<file path="src/sv/jsu_pkg.sv">
// Shared types, character constants and decode helpers of the JSON string unescaper.
package jsu_pkg;

	typedef enum logic [1:0] {
		ST_DATA  = 2'd0,
		ST_END   = 2'd1,
		ST_ERROR = 2'd2
	} status_t;

	typedef enum logic [2:0] {
		ERR_NONE       = 3'd0,
		ERR_NO_QUOTE   = 3'd1,
		ERR_CONTROL    = 3'd2,
		ERR_BAD_ESCAPE = 3'd3,
		ERR_BAD_LEAD   = 3'd4,
		ERR_RAW_C0_80  = 3'd5
	} err_t;

	typedef struct packed {
		logic [7:0] in_byte;
		logic       start_of_string;
	} in_item_t;

	typedef struct packed {
		logic [7:0] out_byte;
		status_t    status;
		err_t       error_code;
		logic       last_of_run;
	} out_item_t;

	// All results caused by one input item; only the last slot may carry end or error.
	typedef struct packed {
		logic [3:0][7:0] bytes;
		logic [1:0]      last_idx;
		status_t         fin_stat;
		err_t            fin_err;
	} run_t;

	typedef struct packed {
		logic full;
		logic empty;
	} q_stat_t;

	localparam logic [7:0] CH_QUOTE  = 8'h22;
	localparam logic [7:0] CH_SLASH  = 8'h2f;
	localparam logic [7:0] CH_BSLASH = 8'h5c;
	localparam logic [7:0] CH_0      = 8'h30;
	localparam logic [7:0] CH_9      = 8'h39;
	localparam logic [7:0] CH_UA     = 8'h41;
	localparam logic [7:0] CH_UF     = 8'h46;
	localparam logic [7:0] CH_LA     = 8'h61;
	localparam logic [7:0] CH_LF     = 8'h66;
	localparam logic [7:0] CH_B      = 8'h62;
	localparam logic [7:0] CH_F      = 8'h66;
	localparam logic [7:0] CH_N      = 8'h6e;
	localparam logic [7:0] CH_R      = 8'h72;
	localparam logic [7:0] CH_T      = 8'h74;
	localparam logic [7:0] CH_U      = 8'h75;

	localparam logic [7:0] CTRL_MAX  = 8'h1f;
	localparam logic [7:0] RAW_C0    = 8'hc0;
	localparam logic [7:0] CONT_80   = 8'h80;
	localparam logic [5:0] SURR_HIGH = 6'b110110;
	localparam logic [20:0] SUPP_BASE = 21'h10000;

	// UTF-8 sequence length from the lead byte; zero for an invalid lead.
	function automatic logic [2:0] lead_len(input logic [7:0] b);
		if (!b[7])
			return 3'd1;
		else if (b[7:5] == 3'b110)
			return 3'd2;
		else if (b[7:4] == 4'b1110)
			return 3'd3;
		else if (b[7:3] == 5'b11110)
			return 3'd4;
		else
			return 3'd0;
	endfunction

	// Bit 4 flags a hex digit, bits 3:0 hold its value.
	function automatic logic [4:0] hexval(input logic [7:0] b);
		if (b >= CH_0 && b <= CH_9)
			return {1'b1, b[3:0]};
		else if ((b >= CH_UA && b <= CH_UF) || (b >= CH_LA && b <= CH_LF))
			return {1'b1, 4'(b[3:0] + 4'd9)};
		else
			return 5'd0;
	endfunction

	// Bit 8 flags a known single-character escape, bits 7:0 hold the decoded byte.
	function automatic logic [8:0] simple_esc(input logic [7:0] b);
		case (b)
			CH_BSLASH: return {1'b1, CH_BSLASH};
			CH_QUOTE:  return {1'b1, CH_QUOTE};
			CH_SLASH:  return {1'b1, CH_SLASH};
			CH_B:      return {1'b1, 8'h08};
			CH_F:      return {1'b1, 8'h0c};
			CH_N:      return {1'b1, 8'h0a};
			CH_R:      return {1'b1, 8'h0d};
			CH_T:      return {1'b1, 8'h09};
			default:   return 9'd0;
		endcase
	endfunction

endpackage

</file>
<file path="src/sv/jsu_front.sv">
// Front end: accepts input items, runs the string decoder and pushes one run per item that causes results.
module jsu_front (
	input  logic               clk,
	input  logic               arst_n,
	input  logic               in_valid,
	output logic               in_ready,
	input  jsu_pkg::in_item_t  in_item,
	input  jsu_pkg::q_stat_t   q_stat,
	output logic               push,
	output jsu_pkg::run_t      push_run
);

	typedef enum logic [6:0] {
		PH_IDLE     = 7'b0000001,
		PH_BODY     = 7'b0000010,
		PH_ESC      = 7'b0000100,
		PH_HEX1     = 7'b0001000,
		PH_HIGH     = 7'b0010000,
		PH_HIGH_ESC = 7'b0100000,
		PH_HEX2     = 7'b1000000
	} phase_t;

	phase_t      phase_q, phase_d;
	logic [15:0] acc_q, acc_d;
	logic [9:0]  held_q, held_d;
	logic [1:0]  dig_q, dig_d;
	logic [1:0]  cont_q, cont_d;
	logic        esc_q, esc_d;
	logic        prev_q, prev_d;

	logic [7:0]  c;
	logic [4:0]  hexd;
	logic [15:0] acc_new;
	logic [8:0]  sesc;
	logic [2:0]  ll;
	logic [20:0] u4;
	logic [7:0]  hh0, hh1, hh2;

	logic [3:0][7:0] slot;
	logic [2:0]      cnt;
	logic            do_fail, do_end, do_body, do_simple;
	jsu_pkg::err_t   fail_code;
	jsu_pkg::status_t fin_stat;
	jsu_pkg::err_t   fin_err;
	logic            accept;

	assign c       = in_item.in_byte;
	assign hexd    = jsu_pkg::hexval(c);
	assign acc_new = {acc_q[11:0], hexd[3:0]};
	assign sesc    = jsu_pkg::simple_esc(c);
	assign ll      = jsu_pkg::lead_len(c);
	assign u4      = {1'b0, held_q, 10'd0} + {11'd0, acc_new[9:0]} + jsu_pkg::SUPP_BASE;

	// Three-byte form of the held high surrogate.
	assign hh0 = 8'hed;
	assign hh1 = {4'b1010, held_q[9:6]};
	assign hh2 = {2'b10, held_q[5:0]};

	assign in_ready = !q_stat.full;
	assign accept   = in_valid && in_ready;

	always_comb begin
		phase_d   = phase_q;
		acc_d     = acc_q;
		held_d    = held_q;
		dig_d     = dig_q;
		cont_d    = cont_q;
		esc_d     = esc_q;
		prev_d    = prev_q;
		slot      = '0;
		cnt       = 3'd0;
		do_fail   = 1'b0;
		do_end    = 1'b0;
		do_body   = 1'b0;
		do_simple = 1'b0;
		fail_code = jsu_pkg::ERR_NONE;
		fin_stat  = jsu_pkg::ST_DATA;
		fin_err   = jsu_pkg::ERR_NONE;

		if (in_item.start_of_string) begin
			acc_d  = '0;
			held_d = '0;
			dig_d  = '0;
			cont_d = '0;
			esc_d  = 1'b0;
			prev_d = 1'b0;
			if (c == jsu_pkg::CH_QUOTE) begin
				phase_d = PH_BODY;
			end else begin
				phase_d   = PH_IDLE;
				do_fail   = 1'b1;
				fail_code = jsu_pkg::ERR_NO_QUOTE;
			end
		end else begin
			case (phase_q)
				PH_BODY: begin
					if (cont_q != 2'd0) begin
						if (prev_q && c == jsu_pkg::CONT_80) begin
							do_fail   = 1'b1;
							fail_code = jsu_pkg::ERR_RAW_C0_80;
						end else begin
							prev_d = 1'b0;
							slot[cnt[1:0]] = c;
							cnt = cnt + 3'd1;
							cont_d = cont_q - 2'd1;
						end
					end else begin
						prev_d  = 1'b0;
						do_body = 1'b1;
					end
				end
				PH_ESC: begin
					if (c == jsu_pkg::CH_U) begin
						phase_d = PH_HEX1;
						acc_d   = '0;
						dig_d   = '0;
					end else begin
						do_simple = 1'b1;
					end
				end
				PH_HEX1, PH_HEX2: begin
					if (!hexd[4]) begin
						if (phase_q == PH_HEX2) begin
							slot[0] = hh0;
							slot[1] = hh1;
							slot[2] = hh2;
							cnt = 3'd3;
						end
						do_fail   = 1'b1;
						fail_code = jsu_pkg::ERR_BAD_ESCAPE;
					end else begin
						acc_d = acc_new;
						if (dig_q == 2'd3) begin
							dig_d   = 2'd0;
							phase_d = PH_BODY;
							if (phase_q == PH_HEX1) begin
								if (acc_new[15:7] == 9'd0) begin
									// U+0000 goes out in the two-byte form.
									if (acc_new == 16'd0) begin
										slot[0] = jsu_pkg::RAW_C0;
										slot[1] = jsu_pkg::CONT_80;
										cnt = 3'd2;
									end else begin
										slot[0] = acc_new[7:0];
										cnt = 3'd1;
									end
								end else if (acc_new[15:11] == 5'd0) begin
									slot[0] = {3'b110, acc_new[10:6]};
									slot[1] = {2'b10, acc_new[5:0]};
									cnt = 3'd2;
								end else if (acc_new[15:10] == jsu_pkg::SURR_HIGH) begin
									held_d  = acc_new[9:0];
									phase_d = PH_HIGH;
								end else begin
									slot[0] = {4'b1110, acc_new[15:12]};
									slot[1] = {2'b10, acc_new[11:6]};
									slot[2] = {2'b10, acc_new[5:0]};
									cnt = 3'd3;
								end
							end else begin
								slot[0] = {5'b11110, u4[20:18]};
								slot[1] = {2'b10, u4[17:12]};
								slot[2] = {2'b10, u4[11:6]};
								slot[3] = {2'b10, u4[5:0]};
								cnt = 3'd4;
							end
						end else begin
							dig_d = dig_q + 2'd1;
						end
					end
				end
				PH_HIGH: begin
					if (c == jsu_pkg::CH_BSLASH) begin
						phase_d = PH_HIGH_ESC;
					end else begin
						slot[0] = hh0;
						slot[1] = hh1;
						slot[2] = hh2;
						cnt = 3'd3;
						phase_d = PH_BODY;
						do_body = 1'b1;
					end
				end
				PH_HIGH_ESC: begin
					if (c == jsu_pkg::CH_U) begin
						phase_d = PH_HEX2;
						acc_d   = '0;
						dig_d   = '0;
					end else begin
						slot[0] = hh0;
						slot[1] = hh1;
						slot[2] = hh2;
						cnt = 3'd3;
						do_simple = 1'b1;
					end
				end
				default: begin
				end
			endcase
		end

		if (do_simple) begin
			if (sesc[8]) begin
				slot[cnt[1:0]] = sesc[7:0];
				cnt = cnt + 3'd1;
				phase_d = PH_BODY;
			end else begin
				do_fail   = 1'b1;
				fail_code = jsu_pkg::ERR_BAD_ESCAPE;
			end
		end

		if (do_body) begin
			if (c <= jsu_pkg::CTRL_MAX) begin
				do_fail   = 1'b1;
				fail_code = jsu_pkg::ERR_CONTROL;
			end else if (c == jsu_pkg::CH_BSLASH) begin
				esc_d   = 1'b1;
				phase_d = PH_ESC;
			end else if (c == jsu_pkg::CH_QUOTE) begin
				do_end  = 1'b1;
				phase_d = PH_IDLE;
			end else if (ll == 3'd0) begin
				do_fail   = 1'b1;
				fail_code = jsu_pkg::ERR_BAD_LEAD;
			end else begin
				// A raw C0 before any escape arms the check on the next byte.
				if (c == jsu_pkg::RAW_C0 && !esc_d)
					prev_d = 1'b1;
				slot[cnt[1:0]] = c;
				cnt = cnt + 3'd1;
				cont_d  = 2'(ll - 3'd1);
				phase_d = PH_BODY;
			end
		end

		if (do_fail) begin
			slot[cnt[1:0]] = 8'd0;
			cnt = cnt + 3'd1;
			fin_stat = jsu_pkg::ST_ERROR;
			fin_err  = fail_code;
			phase_d  = PH_IDLE;
			cont_d   = 2'd0;
			prev_d   = 1'b0;
		end else if (do_end) begin
			slot[cnt[1:0]] = 8'd0;
			cnt = cnt + 3'd1;
			fin_stat = jsu_pkg::ST_END;
		end
	end

	assign push              = accept && (cnt != 3'd0);
	assign push_run.bytes    = slot;
	assign push_run.last_idx = 2'(cnt - 3'd1);
	assign push_run.fin_stat = fin_stat;
	assign push_run.fin_err  = fin_err;

	always_ff @(posedge clk or negedge arst_n) begin
		if (!arst_n) begin
			phase_q <= PH_IDLE;
			acc_q   <= '0;
			held_q  <= '0;
			dig_q   <= '0;
			cont_q  <= '0;
			esc_q   <= 1'b0;
			prev_q  <= 1'b0;
		end else if (accept) begin
			phase_q <= phase_d;
			acc_q   <= acc_d;
			held_q  <= held_d;
			dig_q   <= dig_d;
			cont_q  <= cont_d;
			esc_q   <= esc_d;
			prev_q  <= prev_d;
		end
	end

endmodule

</file>
<file path="src/sv/jsu_queue.sv">
// Run queue between the decoder front end and the output serializer.
module jsu_queue #(
	parameter int DEPTH = 4
) (
	input  logic             clk,
	input  logic             arst_n,
	input  logic             push,
	input  jsu_pkg::run_t    push_run,
	input  logic             pop,
	output jsu_pkg::run_t    pop_run,
	output jsu_pkg::q_stat_t q_stat
);

	localparam int PW = $clog2(DEPTH);
	localparam int CW = $clog2(DEPTH + 1);

	jsu_pkg::run_t   mem_q [DEPTH];
	logic [PW-1:0]   wr_ptr_q, rd_ptr_q;
	logic [CW-1:0]   count_q;
	logic            do_push, do_pop;

	assign q_stat.full  = (count_q == CW'(DEPTH));
	assign q_stat.empty = (count_q == '0);
	assign do_push      = push && !q_stat.full;
	assign do_pop       = pop && !q_stat.empty;
	assign pop_run      = mem_q[rd_ptr_q];

	always_ff @(posedge clk) begin
		if (do_push)
			mem_q[wr_ptr_q] <= push_run;
	end

	always_ff @(posedge clk or negedge arst_n) begin
		if (!arst_n) begin
			wr_ptr_q <= '0;
			rd_ptr_q <= '0;
			count_q  <= '0;
		end else begin
			if (do_push)
				wr_ptr_q <= (wr_ptr_q == PW'(DEPTH - 1)) ? '0 : wr_ptr_q + 1'b1;
			if (do_pop)
				rd_ptr_q <= (rd_ptr_q == PW'(DEPTH - 1)) ? '0 : rd_ptr_q + 1'b1;
			if (do_push && !do_pop)
				count_q <= count_q + 1'b1;
			else if (do_pop && !do_push)
				count_q <= count_q - 1'b1;
		end
	end

endmodule

</file>
<file path="src/sv/jsu_back.sv">
// Back end: holds one run and hands out its results one item per cycle while out_ready is high.
module jsu_back (
	input  logic               clk,
	input  logic               arst_n,
	input  jsu_pkg::q_stat_t   q_stat,
	input  jsu_pkg::run_t      pop_run,
	output logic               pop,
	output logic               out_valid,
	input  logic               out_ready,
	output jsu_pkg::out_item_t out_item
);

	jsu_pkg::run_t cur_q;
	logic          cur_valid_q;
	logic [1:0]    idx_q;
	logic          is_last, take;

	assign is_last   = (idx_q == cur_q.last_idx);
	assign out_valid = cur_valid_q;
	assign take      = out_valid && out_ready;
	assign pop       = !q_stat.empty && (!cur_valid_q || (take && is_last));

	assign out_item.out_byte    = cur_q.bytes[idx_q];
	assign out_item.status      = is_last ? cur_q.fin_stat : jsu_pkg::ST_DATA;
	assign out_item.error_code  = is_last ? cur_q.fin_err : jsu_pkg::ERR_NONE;
	assign out_item.last_of_run = is_last;

	always_ff @(posedge clk) begin
		if (pop)
			cur_q <= pop_run;
	end

	always_ff @(posedge clk or negedge arst_n) begin
		if (!arst_n) begin
			cur_valid_q <= 1'b0;
			idx_q       <= '0;
		end else if (pop) begin
			cur_valid_q <= 1'b1;
			idx_q       <= '0;
		end else if (take) begin
			if (is_last)
				cur_valid_q <= 1'b0;
			else
				idx_q <= idx_q + 2'd1;
		end
	end

endmodule

</file>
<file path="src/sv/json_string_unescape_core.sv">
// Top level of the streaming JSON string unescaper: front end, run queue and serializer.
//
// Input channel (in_valid / in_ready / in_item): one byte of JSON text per item, with
// start_of_string marking the byte that must be the opening quote. Output channel
// (out_valid / out_ready / out_item): decoded UTF-8 bytes, then an end or error status
// item; last_of_run marks the final result caused by one input item.
//
// The front end decodes an item in the cycle it is accepted and writes all of its
// results (one to four) into the run queue as one entry; an item with no result writes
// nothing. The serializer loads an entry when its output stage is free and presents one
// result per cycle while out_ready is high; results pass through the queue memory and
// the output register before they become visible. Input items are taken one per cycle
// while the queue has room; the sustained input rate therefore follows the output rate,
// one result per cycle, and an item that causes no result takes no queue entry.
//
// When the receiver stalls, the current result holds and the queue fills; once it holds
// QUEUE_DEPTH runs, in_ready drops until the serializer frees an entry.
// Reset clears the decoder to the state that waits for an opening quote and empties
// the queue and the output stage.
module json_string_unescape_core #(
	parameter int QUEUE_DEPTH = 4
) (
	input  logic               clk,
	input  logic               arst_n,
	input  logic               in_valid,
	output logic               in_ready,
	input  jsu_pkg::in_item_t  in_item,
	output logic               out_valid,
	input  logic               out_ready,
	output jsu_pkg::out_item_t out_item
);

	jsu_pkg::q_stat_t q_stat;
	jsu_pkg::run_t    push_run, pop_run;
	logic             push, pop;

	// Decoder: accepts items and produces one run of results per item that causes any.
	jsu_front u_front (
		.clk      (clk),
		.arst_n   (arst_n),
		.in_valid (in_valid),
		.in_ready (in_ready),
		.in_item  (in_item),
		.q_stat   (q_stat),
		.push     (push),
		.push_run (push_run)
	);

	// Queue that lets the decoder run ahead of a stalled receiver.
	jsu_queue #(
		.DEPTH (QUEUE_DEPTH)
	) u_queue (
		.clk      (clk),
		.arst_n   (arst_n),
		.push     (push),
		.push_run (push_run),
		.pop      (pop),
		.pop_run  (pop_run),
		.q_stat   (q_stat)
	);

	// Serializer: one result item per cycle from the head run while the receiver is ready.
	jsu_back u_back (
		.clk       (clk),
		.arst_n    (arst_n),
		.q_stat    (q_stat),
		.pop_run   (pop_run),
		.pop       (pop),
		.out_valid (out_valid),
		.out_ready (out_ready),
		.out_item  (out_item)
	);

	// An end or error status always closes its run.
	a_status_closes_run: assert property (@(posedge clk) disable iff (!arst_n)
		out_valid && out_item.status != jsu_pkg::ST_DATA |-> out_item.last_of_run)
		else $error("status item not marked last of run");

	// Only error items carry an error code, and status items carry a zero byte.
	a_err_code_match: assert property (@(posedge clk) disable iff (!arst_n)
		out_valid |-> ((out_item.status == jsu_pkg::ST_ERROR) ==
			(out_item.error_code != jsu_pkg::ERR_NONE)))
		else $error("error code does not match status");

	a_status_byte_zero: assert property (@(posedge clk) disable iff (!arst_n)
		out_valid && out_item.status != jsu_pkg::ST_DATA |-> out_item.out_byte == 8'd0)
		else $error("status item carries a nonzero byte");

	// A run is delivered without gaps once its first result is taken.
	a_run_no_gap: assert property (@(posedge clk) disable iff (!arst_n)
		out_valid && out_ready && !out_item.last_of_run |=> out_valid)
		else $error("gap inside a run");

	// The output stage only becomes valid from a queued run.
	a_load_from_queue: assert property (@(posedge clk) disable iff (!arst_n)
		$rose(out_valid) |-> $past(!q_stat.empty))
		else $error("output valid without a queued run");

	// Input is refused only when the queue is full.
	a_ready_full: assert property (@(posedge clk) disable iff (!arst_n)
		!in_ready |=> $past(q_stat.full))
		else $error("input stalled with room in the queue");

endmodule

</file>
<file path="config.mk">
export PLATFORM = sky130hd
export DESIGN_NAME = json_string_unescape_core
export DESIGN_NICKNAME = d
export VERILOG_FILES = /design/src/sv/jsu_pkg.sv /design/src/sv/jsu_front.sv /design/src/sv/jsu_queue.sv /design/src/sv/jsu_back.sv /design/src/sv/json_string_unescape_core.sv
export SDC_FILE = /design/constraint.sdc
export NUM_CORES = 1
export LEC_CHECK = 0
export BUFFER_PORTS_ARGS = -buffer_cell sky130_fd_sc_hd__buf_2
export CAP_MARGIN = 10
export CELL_PAD_IN_SITES_DETAIL_PLACEMENT = 1
export CELL_PAD_IN_SITES_GLOBAL_PLACEMENT = 2
export CORE_ASPECT_RATIO = 0.8
export CORE_UTILIZATION = 42
export DETAILED_ROUTE_END_ITERATION = 10
export PLACE_DENSITY_LB_ADDON = 0.1
export SLEW_MARGIN = 15
export SYNTH_ARGS = -nofsm -noshare
export SYNTH_HDL_FRONTEND = slang
export SYNTH_SLANG_ARGS = --single-unit
</file>
<file path="constraint.sdc">
create_clock -name clk -period 7 [get_ports clk]
set_input_delay 1.4 -clock clk [delete_from_list [all_inputs] [get_ports clk]]
set_output_delay 1.4 -clock clk [all_outputs]
set_load 0.01 [all_outputs]
</file>
Word level (Yosys, flattened, before mapping)
Memories as Yosys holds them, arrays and structs flattened. A register that Yosys moved wholly into a read port is not among the register bits.
Cells that the tools add are included.
{"block": "classes", "n_addsub": 15, "eq_ne": 31, "multipliers": 0, "order_cmp": 14, "div_mod_pow": 0, "bitwise_logic": 2, "muxes": 186, "reduce_logical": 47, "shift": 0}
{"op": "$mux 32", "n": 11}
{"op": "$mux 24", "n": 6}
{"op": "$mux 7", "n": 16}
{"op": "$mux 8", "n": 13}
{"op": "$mux 3", "n": 33}
{"op": "$mux 10", "n": 8}
{"op": "$pmux 9 s8", "n": 1}
{"op": "$bwmux 32", "n": 2}
{"op": "$mux 2", "n": 29}
{"op": "$eq 8x7->1 const B", "n": 7}
{"op": "$demux 8 s2", "n": 3}
{"op": "$pmux 16 s3", "n": 1}
{"op": "$mux 1", "n": 45}
{"op": "$mux 12", "n": 3}
{"op": "$and 32x32->32", "n": 1}
{"op": "$mux 16", "n": 2}
{"op": "$not 32->32", "n": 1}
{"op": "$pmux 8 s4", "n": 1}
{"op": "$pmux 7 s4", "n": 1}
{"op": "$pmux 12 s2", "n": 1}
{"op": "$add 20x10->21", "n": 1}
{"op": "$add 21x17->21 const B", "n": 1}
{"op": "$reduce_bool 2->1", "n": 9}
{"op": "$logic_and 1x1->1", "n": 17}
{"op": "other kinds (47)", "n": 82}
{"block": "word_totals", "ram_bits": 156, "mem_count": 1, "in_bits": 13, "ff_bits": 45, "latchBits": 0, "romBits": 0, "output_inout_bits": 16}
{"name": "u_queue.mem_q", "depth": 4, "word_bits": 39, "rd": 1, "rd_ports_with_merged_regs": 1, "write_ports": 1, "line_no": "jsu_queue.sv:17", "source": "jsu_pkg::run_t mem_q [DEPTH];"}

Logic depth before layout (Yosys ltp)
Gate-level depths: netlist of the first run.
{"block": "depth", "depth_word": 32, "mapped_depth": 26, "ltp_nobuf": 25}

Modules after synthesis
From an unflattened synthesis of the first run, not the netlist that was laid out.
{"block": "unflattened", "hier_cells": 932, "hier_area_um2": 12081.6}
{"mod": "jsu_queue", "cells_each": 241, "n_inst": 1, "area_per_inst_um2": 6060.8, "seq_area_each_um2": 4859.7}
{"mod": "jsu_front", "cells_each": 614, "n_inst": 1, "area_per_inst_um2": 4377.9, "seq_area_each_um2": 877.1}
{"mod": "jsu_back", "cells_each": 77, "n_inst": 1, "area_per_inst_um2": 1642.8, "seq_area_each_um2": 1246.2}

Worst setup path after synthesis of the first run
OpenSTA, ideal clock, no wires.
{"block": "synth_path", "path_type": "input to register", "startpoint": "input port in_item[4] (netlist bit)", "endpoint": "register u_queue.count_q[2]", "path_slack_ps": 333, "arrival_ps": 6587, "cell_stages": 24, "path_cell_list": "buf_2 or4b_4 or3b_1 a22oi_1 or3_1 nand2b_1 a21oi_1 inv_1 ha_1 o21ai_0 ha_1 inv_1 a22o_1 ha_1 mux2_2 ha_1 nor4b_2 a21oi_4 ha_1 inv_1 fa_1 xor2_1 nor2_1 xor2_1"}
{"block": "synth_via", "elab_chain_cells": 31}
{"element": "start: declaration", "line_no": "json_string_unescape_core.sv:27", "source": "input jsu_pkg::in_item_t in_item,"}
{"element": "$ge 8x7->1 or $le 8x7->1 (tied branches)", "line_no": "jsu_pkg.sv:84", "source": "else if ((b >= CH_UA && b <= CH_UF) || (b >= CH_LA && b <= CH_LF))"}
{"element": "$logic_and 1x1->1", "line_no": "jsu_pkg.sv:84"}
{"element": "$logic_or 1x1->1", "line_no": "jsu_pkg.sv:84"}
{"element": "$mux 5", "line_no": "jsu_pkg.sv:84"}
{"element": "$mux 5", "line_no": "jsu_pkg.sv:82", "source": "if (b >= CH_0 && b <= CH_9)"}
{"element": "$logic_not 16->1", "line_no": "jsu_front.sv:139", "source": "if (acc_new == 16'd0) begin"}
{"element": "$mux 2", "line_no": "jsu_front.sv:139"}
{"element": "$mux 3", "line_no": "jsu_front.sv:137", "source": "if (acc_new[15:7] == 9'd0) begin"}
{"element": "[16 not listed]"}
{"element": "$mux 3 *", "line_no": "jsu_front.sv:237", "source": "if (do_fail) begin"}
{"element": "$reduce_bool 3->1 *", "line_no": "jsu_front.sv:252", "source": "assign push = accept && (cnt != 3'd0);"}
{"element": "$logic_and 1x1->1 *", "line_no": "jsu_front.sv:252"}
{"element": "$logic_and 1x1->1 *", "line_no": "jsu_queue.sv:24", "source": "assign do_push = push && !q_stat.full;"}
{"element": "named net u_queue.do_push", "line_no": "jsu_queue.sv:20", "source": "logic do_push, do_pop;"}
{"element": "$logic_not 1->1", "line_no": "jsu_queue.sv:45", "source": "else if (do_pop && !do_push)"}
{"element": "$logic_and 1x1->1", "line_no": "jsu_queue.sv:45"}
{"element": "$reduce_bool 2->1 (no source line)"}
{"element": "end signal: assignment", "line_no": "jsu_queue.sv:44", "source": "count_q <= count_q + 1'b1;"}
{"element": "end signal: assignment", "line_no": "jsu_queue.sv:46", "source": "count_q <= count_q - 1'b1;"}
{"element": "end: declaration", "line_no": "jsu_queue.sv:19", "source": "logic [CW-1:0] count_q;"}
The timed path passes the listed nets; every way through them passes the cells marked *.
A chain may end at the register's enable or synchronous reset.

Final worst setup path of the first run
{"block": "layout_path", "startpoint": "input port in_item[2] (netlist bit)", "endpoint": "register u_queue.count_q[2]"}
The elaborated chain is that of the path after synthesis.

==> flow_summary.json, run 1 <==
{
  "overflow": 0,
  "root_buffer": "clkbuf_16",
  "status": "complete, no violations",
  "r2r_end": "u_queue.count_q[2]",
  "cts_tree": "yes",
  "start_util": 0.4263,
  "cts_resized": 0,
  "p_sw_uw": 1185,
  "fp-row-count": 55,
  "drt-pass1-iter-count": 5,
  "layout_min_cycle_time_ps": 6524,
  "die_h_um": 153.4,
  "worstPathRequired_ps": 7450,
  "regToRegSetupSlack_ps": 960,
  "port-buffer-count": 28,
  "worstHoldEndpoint": "u_front.dig_q[0]",
  "finalWirelength_um": 35850,
  "h-tree-depth": 1,
  "final_cell_area_um2": 13570,
  "hold_path_depth": 1,
  "nNetsFinal": 994,
  "irDropWorstVdd_mv": 0.3422,
  "place_congestion": 0.8816,
  "layout-drive-gt1-share": 0.2031,
  "arrival_ps": 6970,
  "post-dp-hpwl_um": 25880,
  "cts_made_buffers": 25,
  "yosysSeqAreaShare": 0.5806,
  "r2r_start": "u_front.acc_q[4]",
  "post-cts-setup-buffer-count": 0,
  "synth-edff-count": 195,
  "worstHoldPathType": "reg2reg",
  "relSlewSlack": 0.2959,
  "period_share": 0.9320,
  "cts_buffer_depth": 3,
  "wire_per_inst_um": 26.73,
  "vias_per_cell": 6.147,
  "worst_setup_path_end_kind": "flop",
  "drv_cap": 0,
  "clkTransAtPathRegs_ps": 60,
  "antenna_left": 0,
  "synthFlopType": "edfxtp_1",
  "placed_area_um2": 12740,
  "synth.top_cell.area_share": 0.4869,
  "finClkSkew_ps": 9.655,
  "clkSinkCount": 240,
  "hold_violations": 0,
  "io_pins": 29,
  "power.internal_uw": 3077,
  "core-area_um2": 28210,
  "pwr-share-clk": 0.318,
  "postSynthCellCount": 916,
  "synthDistinctLibCells": 93,
  "slew_viol_final": 0,
  "drt-initial-drc-count": 568,
  "leakage_uw": 0.004759,
  "crit_path_start_kind": "primary input",
  "p_seq_frac": 0.462,
  "netlist_area_um2": 12030,
  "worstPathMaxFanout": 9,
  "fin_tns_setup_ps": 0,
  "grt_pass1_wl_um": 54740,
  "drc": 0,
  "hp-start": "u_front.dig_q[0]",
  "async_reset_ff_frac": 0.1875,
  "vias": 8243,
  "die_w_um": 191.2,
  "grtUsageTotal": 0.2509,
  "synthTopCellsByArea": "edfxtp_1 (49%), dfrtp_1 (9.2%), mux4_2 (8.8%), ha_1 (2.8%), nand2_1 (2.2%)",
  "finalSetupViolations": 0,
  "switching_share": 0.2780,
  "combPwrFrac": 0.220,
  "worstMarginPinSlew_ps": 1049,
  "antenna_found_initial": 0,
  "cts_hold_buf": 0,
  "ys_seq_elements": 240,
  "reg2regPathDepth": 22,
  "fmax_mhz": 153.3,
  "grt_pass1_vias": 8636,
  "syn-num-nets": 957,
  "synth_largest_area_cell": "edfxtp_1",
  "fillers": 2834,
  "rsz0062_at_grt": "no",
  "layout_common_cells": "edfxtp_1 (195), nand2_1 (72), nor2_1 (57), a21oi_1 (50), mux4_2 (47)",
  "fin_total_pwr_uw": 4262,
  "power_density_nw_per_um2": 313.9,
  "area_growth_pct": 12.87,
  "yosysWarnings": 0,
  "die_area_um2": 29320,
  "worstSetupPathType": "in2reg",
  "syn_area_per_cell_um2": 13.13,
  "grt_max_degree": 46,
  "final_common_cell": "edfxtp_1",
  "clkLatencyLatePin_ps": 520
}
## layout make-up
| class | count | area (um2) | share of cell area |
|---|---|---|---|
| antenna | 1 | 2.502 | 0.0001843 |
| clock buffer | 34 | 679.4 | 0.05005 |
| sequential | 240 | 6984 | 0.5145 |
| multi-input combinational | 588 | 4700 | 0.3462 |
| clock inverter | 10 | 151.4 | 0.01115 |
| tap | 370 | 462.9 | 0.03410 |
| timing repair buffer | 69 | 485.5 | 0.03576 |
| inverter | 29 | 108.9 | 0.008019 |
## through the flow
stage | hold slack, ps | worst slack [ps] | instances | util
detailed placement | 482.0 | 19.56 | 1296 | 0.4516
CTS | 493.5 | 545.5 | 1340 | 0.4810
global route | 528.4 | 164.8 | 1340 | 0.4810
global placement | 476.4 | 302.8 | 1296 | 0.4516
floorplan | 458.6 | 333.5 | 916 | -
finish | 489.8 | 475.7 | 1341 | 0.4811
## worst max-delay path, cell delays in order
cell and delay [ps]:
buf_2 230, inv_1 140, ha_1 270, nor3b_1 420, or3b_1 250, a22oi_1 150, o31ai_1 330, a31oi_1 200
nor2_1 210, ha_1 270, o21ai_0 270, ha_1 290, inv_1 60, a22o_1 220, ha_1 260, mux2_2 270
ha_1 200, nor4b_2 180, a21oi_4 200, ha_1 210, inv_1 70, fa_1 430, xor2_1 170, nor2_1 110
xor2_1 150
## power groups by stage
stage | combinational (uW) | clock, uW | sequential [uW]
after floorplan | 722 | 0 | 1890
after detailed placement | 953 | 0 | 2000
after global placement | 916 | 0 | 1980
final | 938 | 1350 | 1970
after global routing | 1020 | 1430 | 2000
after CTS | 961 | 1390 | 1980
## metal layers
layer  part of all wire  global-route usage  wire (um)  up-vias
met2               0.46              0.3851      16350      235
met5                  0                   0          0        -
met4              0.022             0.06122        776        0
li1                   -                   -          -     3635
met1               0.47              0.3747      16910     4323
met3              0.050             0.03513       1806       50
## Yosys cell counts (all sizes together) (7+ instances only)
cell / number
nand2: 74
a21oi: 52
buf: 18
dfrtp: 44
a22o: 17
xor2: 7
nand3: 18
mux2: 8
or2: 9
nor2: 57
nor3: 17
edfxtp: 195
a21o: 8
o21ai: 49
a22oi: 8
and2: 22
a211oi: 7
or3: 12
mux4: 47
nand2b: 12
a31oi: 8
o31ai: 15
ha: 27
inv: 29
clkbuf: 41
## cell families after synthesis
group | synth area share
buf+inv | 0.02955
simple gates | 0.1215
xor+xnor | 0.009572
compound gates | 0.1318
flops | 0.5806
fa+ha+maj | 0.02975
mux | 0.09717
## worst max-delay path by stage
stage | from | slack, ps | to
3_5_place_dp | in_item[2] | 20 | u_queue.count_q[2]
2_1_floorplan | in_item[4] | 330 | u_queue.count_q[2]
3_3_place_gp | in_item[2] | 300 | u_queue.count_q[2]
6_report | in_item[2] | 480 | u_queue.count_q[2]
4_1_cts | in_item[2] | 550 | u_queue.count_q[2]
5_1_grt | in_item[2] | 160 | u_queue.count_q[2]
## flip-flops by register name (all words and copies together), names as in the netlist, 3 cells and up
register and cells:
u_queue.mem_q 156, u_back.cur_q 39, u_front.acc_q 12, u_front.held_q 10, u_front.phase_q 7, u_queue.count_q 3
Note: power is estimated with default switching activity, not from simulation.
==> inputs of run 2 (changes only) <==
- MAX_ROUTING_LAYER: default -> met4
==> run 2 against run 1 <==
- routed wire length fell by 0.81%
- count of clock-buffer cells in the layout down 4
- via count down 0.56%
- fmax rose by 1.3%
- critical path type unchanged
- highest routed layer unchanged
- final cell count did not move
==> flow_summary.json, run 2 (synthesis results as in run 1) <==
{
  "status": "complete, no violations",
  "r2r_end": "u_queue.count_q[2]",
  "relSlewSlack": 0.2490,
  "drt-pass1-iter-count": 5,
  "cts_made_buffers": 25,
  "hold_path_depth": 1,
  "drt-initial-drc-count": 668,
  "vias": 8197,
  "port-buffer-count": 28,
  "nNetsFinal": 994,
  "finClkSkew_ps": 15.62,
  "clkLatencyLatePin_ps": 540,
  "slew_viol_final": 0,
  "place_congestion": 0.8939,
  "worstMarginPinSlew_ps": 1123,
  "reg2regPathDepth": 23,
  "rsz0062_at_grt": "no",
  "insertedDiodeCount": 0,
  "wire_per_inst_um": 26.51,
  "fin_total_pwr_uw": 4143,
  "reg_top3": "u_queue.mem_q x156, u_back.cur_q x39, u_front.acc_q x12",
  "cts_buffer_depth": 3,
  "grt_max_degree": 46,
  "crit_path_start_kind": "primary input",
  "fillers": 2902,
  "io_pins": 29,
  "die_area_um2": 29320,
  "post-cts-setup-buffer-count": 0,
  "antenna_left": 0,
  "layout_common_cells": "edfxtp_1 (195), nand2_1 (72), nor2_1 (57), a21oi_1 (50), mux4_2 (47)",
  "cts_resized": 0,
  "period_share": 0.9204,
  "fin_tns_setup_ps": 0,
  "regToRegSetupSlack_ps": 1000,
  "start_util": 0.4263,
  "largest_register": "u_queue.mem_q",
  "vias_per_cell": 6.113,
  "drv_cap": 0,
  "worstHoldPathType": "reg2reg",
  "finalWirelength_um": 35560,
  "cts_hold_buf": 0,
  "grtUsageTotal": 0.2572,
  "largest_reg_flops": 156,
  "finalSetupViolations": 0,
  "cts_tree": "yes",
  "overflow": 0,
  "final_common_cell": "edfxtp_1",
  "leakage_uw": 0.004730,
  "worstPathRequired_ps": 7460,
  "crit_path_frequent_cell": "ha_1",
  "power_density_nw_per_um2": 306.7,
  "grt_pass1_vias": 8448,
  "die_h_um": 153.4,
  "layout_min_cycle_time_ps": 6443,
  "worst_setup_path_end_kind": "flop",
  "clkTransAtPathRegs_ps": 60,
  "hp-start": "u_front.dig_q[0]",
  "r2r_start": "u_front.acc_q[3]",
  "worstSetupPathType": "in2reg",
  "h-tree-depth": 1,
  "arrival_ps": 6900,
  "clkSinkCount": 240,
  "area_growth_pct": 12.35,
  "grt_pass1_wl_um": 53990,
  "critPathMaxStageDelay_ps": 440,
  "fp-row-count": 55,
  "die_w_um": 191.2,
  "crit_path_end": "u_queue.count_q[2]",
  "root_buffer": "clkbuf_16",
  "irDropWorstVdd_mv": 0.2379,
  "fmax_mhz": 155.2,
  "slowest_stage": "or3b_1",
  "post-dp-hpwl_um": 25620,
  "cp-startpoint": "in_item[2]",
  "drc": 0,
  "layout-drive-gt1-share": 0.2039,
  "core-area_um2": 28210,
  "worstPathMaxFanout": 9,
  "hold_violations": 0,
  "antenna_found_initial": 0
}
run 2: cell count changes in the layout (fill, tap and decap cells not counted), moves of 2 or more:
cell	previous run	this run
bufinv_16	4	1
clkinv_2	0	3
clkbuf_1	7	5
clkbuf_8	2	0
clkinv_1	4	6
run 2: final cells by class:
cell class                      count  area (um2)  area share
Sequential cell                   240        6984      0.5169
Multi-Input combinational cell    588        4700      0.3478
Clock buffer                       30       644.4     0.04769
Timing Repair Buffer               69       500.5     0.03704
Tap cell                          370       462.9     0.03426
Clock inverter                     15       111.4    0.008242
Inverter                           29       108.9    0.008056
run 2: worst min path at each step:
stage                       end  slack, ps
3_5_place_dp   u_front.dig_q[0]        490
2_1_floorplan  u_front.dig_q[0]        460
6_report       u_front.dig_q[0]        490
3_3_place_gp   u_front.dig_q[0]        480
5_1_grt        u_front.dig_q[0]        550
4_1_cts        u_front.dig_q[0]        500
run 2: metrics by stage:
step	worst slack (ps)	util	std cells	hold slack, ps	area (um2)
after global routing	170.2	0.4789	1341	551.0	13510
after CTS	631.3	0.4788	1341	498.4	13510
after floorplan	333.5	-	916	458.6	12030
final	557.1	0.4789	1341	493.8	13510
after global placement	274.4	0.4520	1296	476.3	12750
after detailed placement	94.08	0.4520	1296	485.2	12750
run 2: per-layer routing:
layer | GRT usage | part of all wire
met3 | 0.03582 | 0.048
met2 | 0.3866 | 0.46
met4 | 0.06463 | 0.020
met1 | 0.3675 | 0.47
met5 | - | 0
run 2: worst max-delay path: cells and delay by family:
kind                       cells  cell delay [ps]
AOI/OAI and AO/OA              6             1410
xor gates and xnor gates       2              330
adders and majority gates      7             1930
and+or+nand+nor                5             1020
muxes                          1              270
buffers and inverters          4              490
run 2: power breakdown:
part	leakage, uW	switching [uW]	internal, uW	total [uW]
logic	0.00193	489	449	938
registers	0.00243	157	1810	1960
clock network	0.000365	545	696	1240
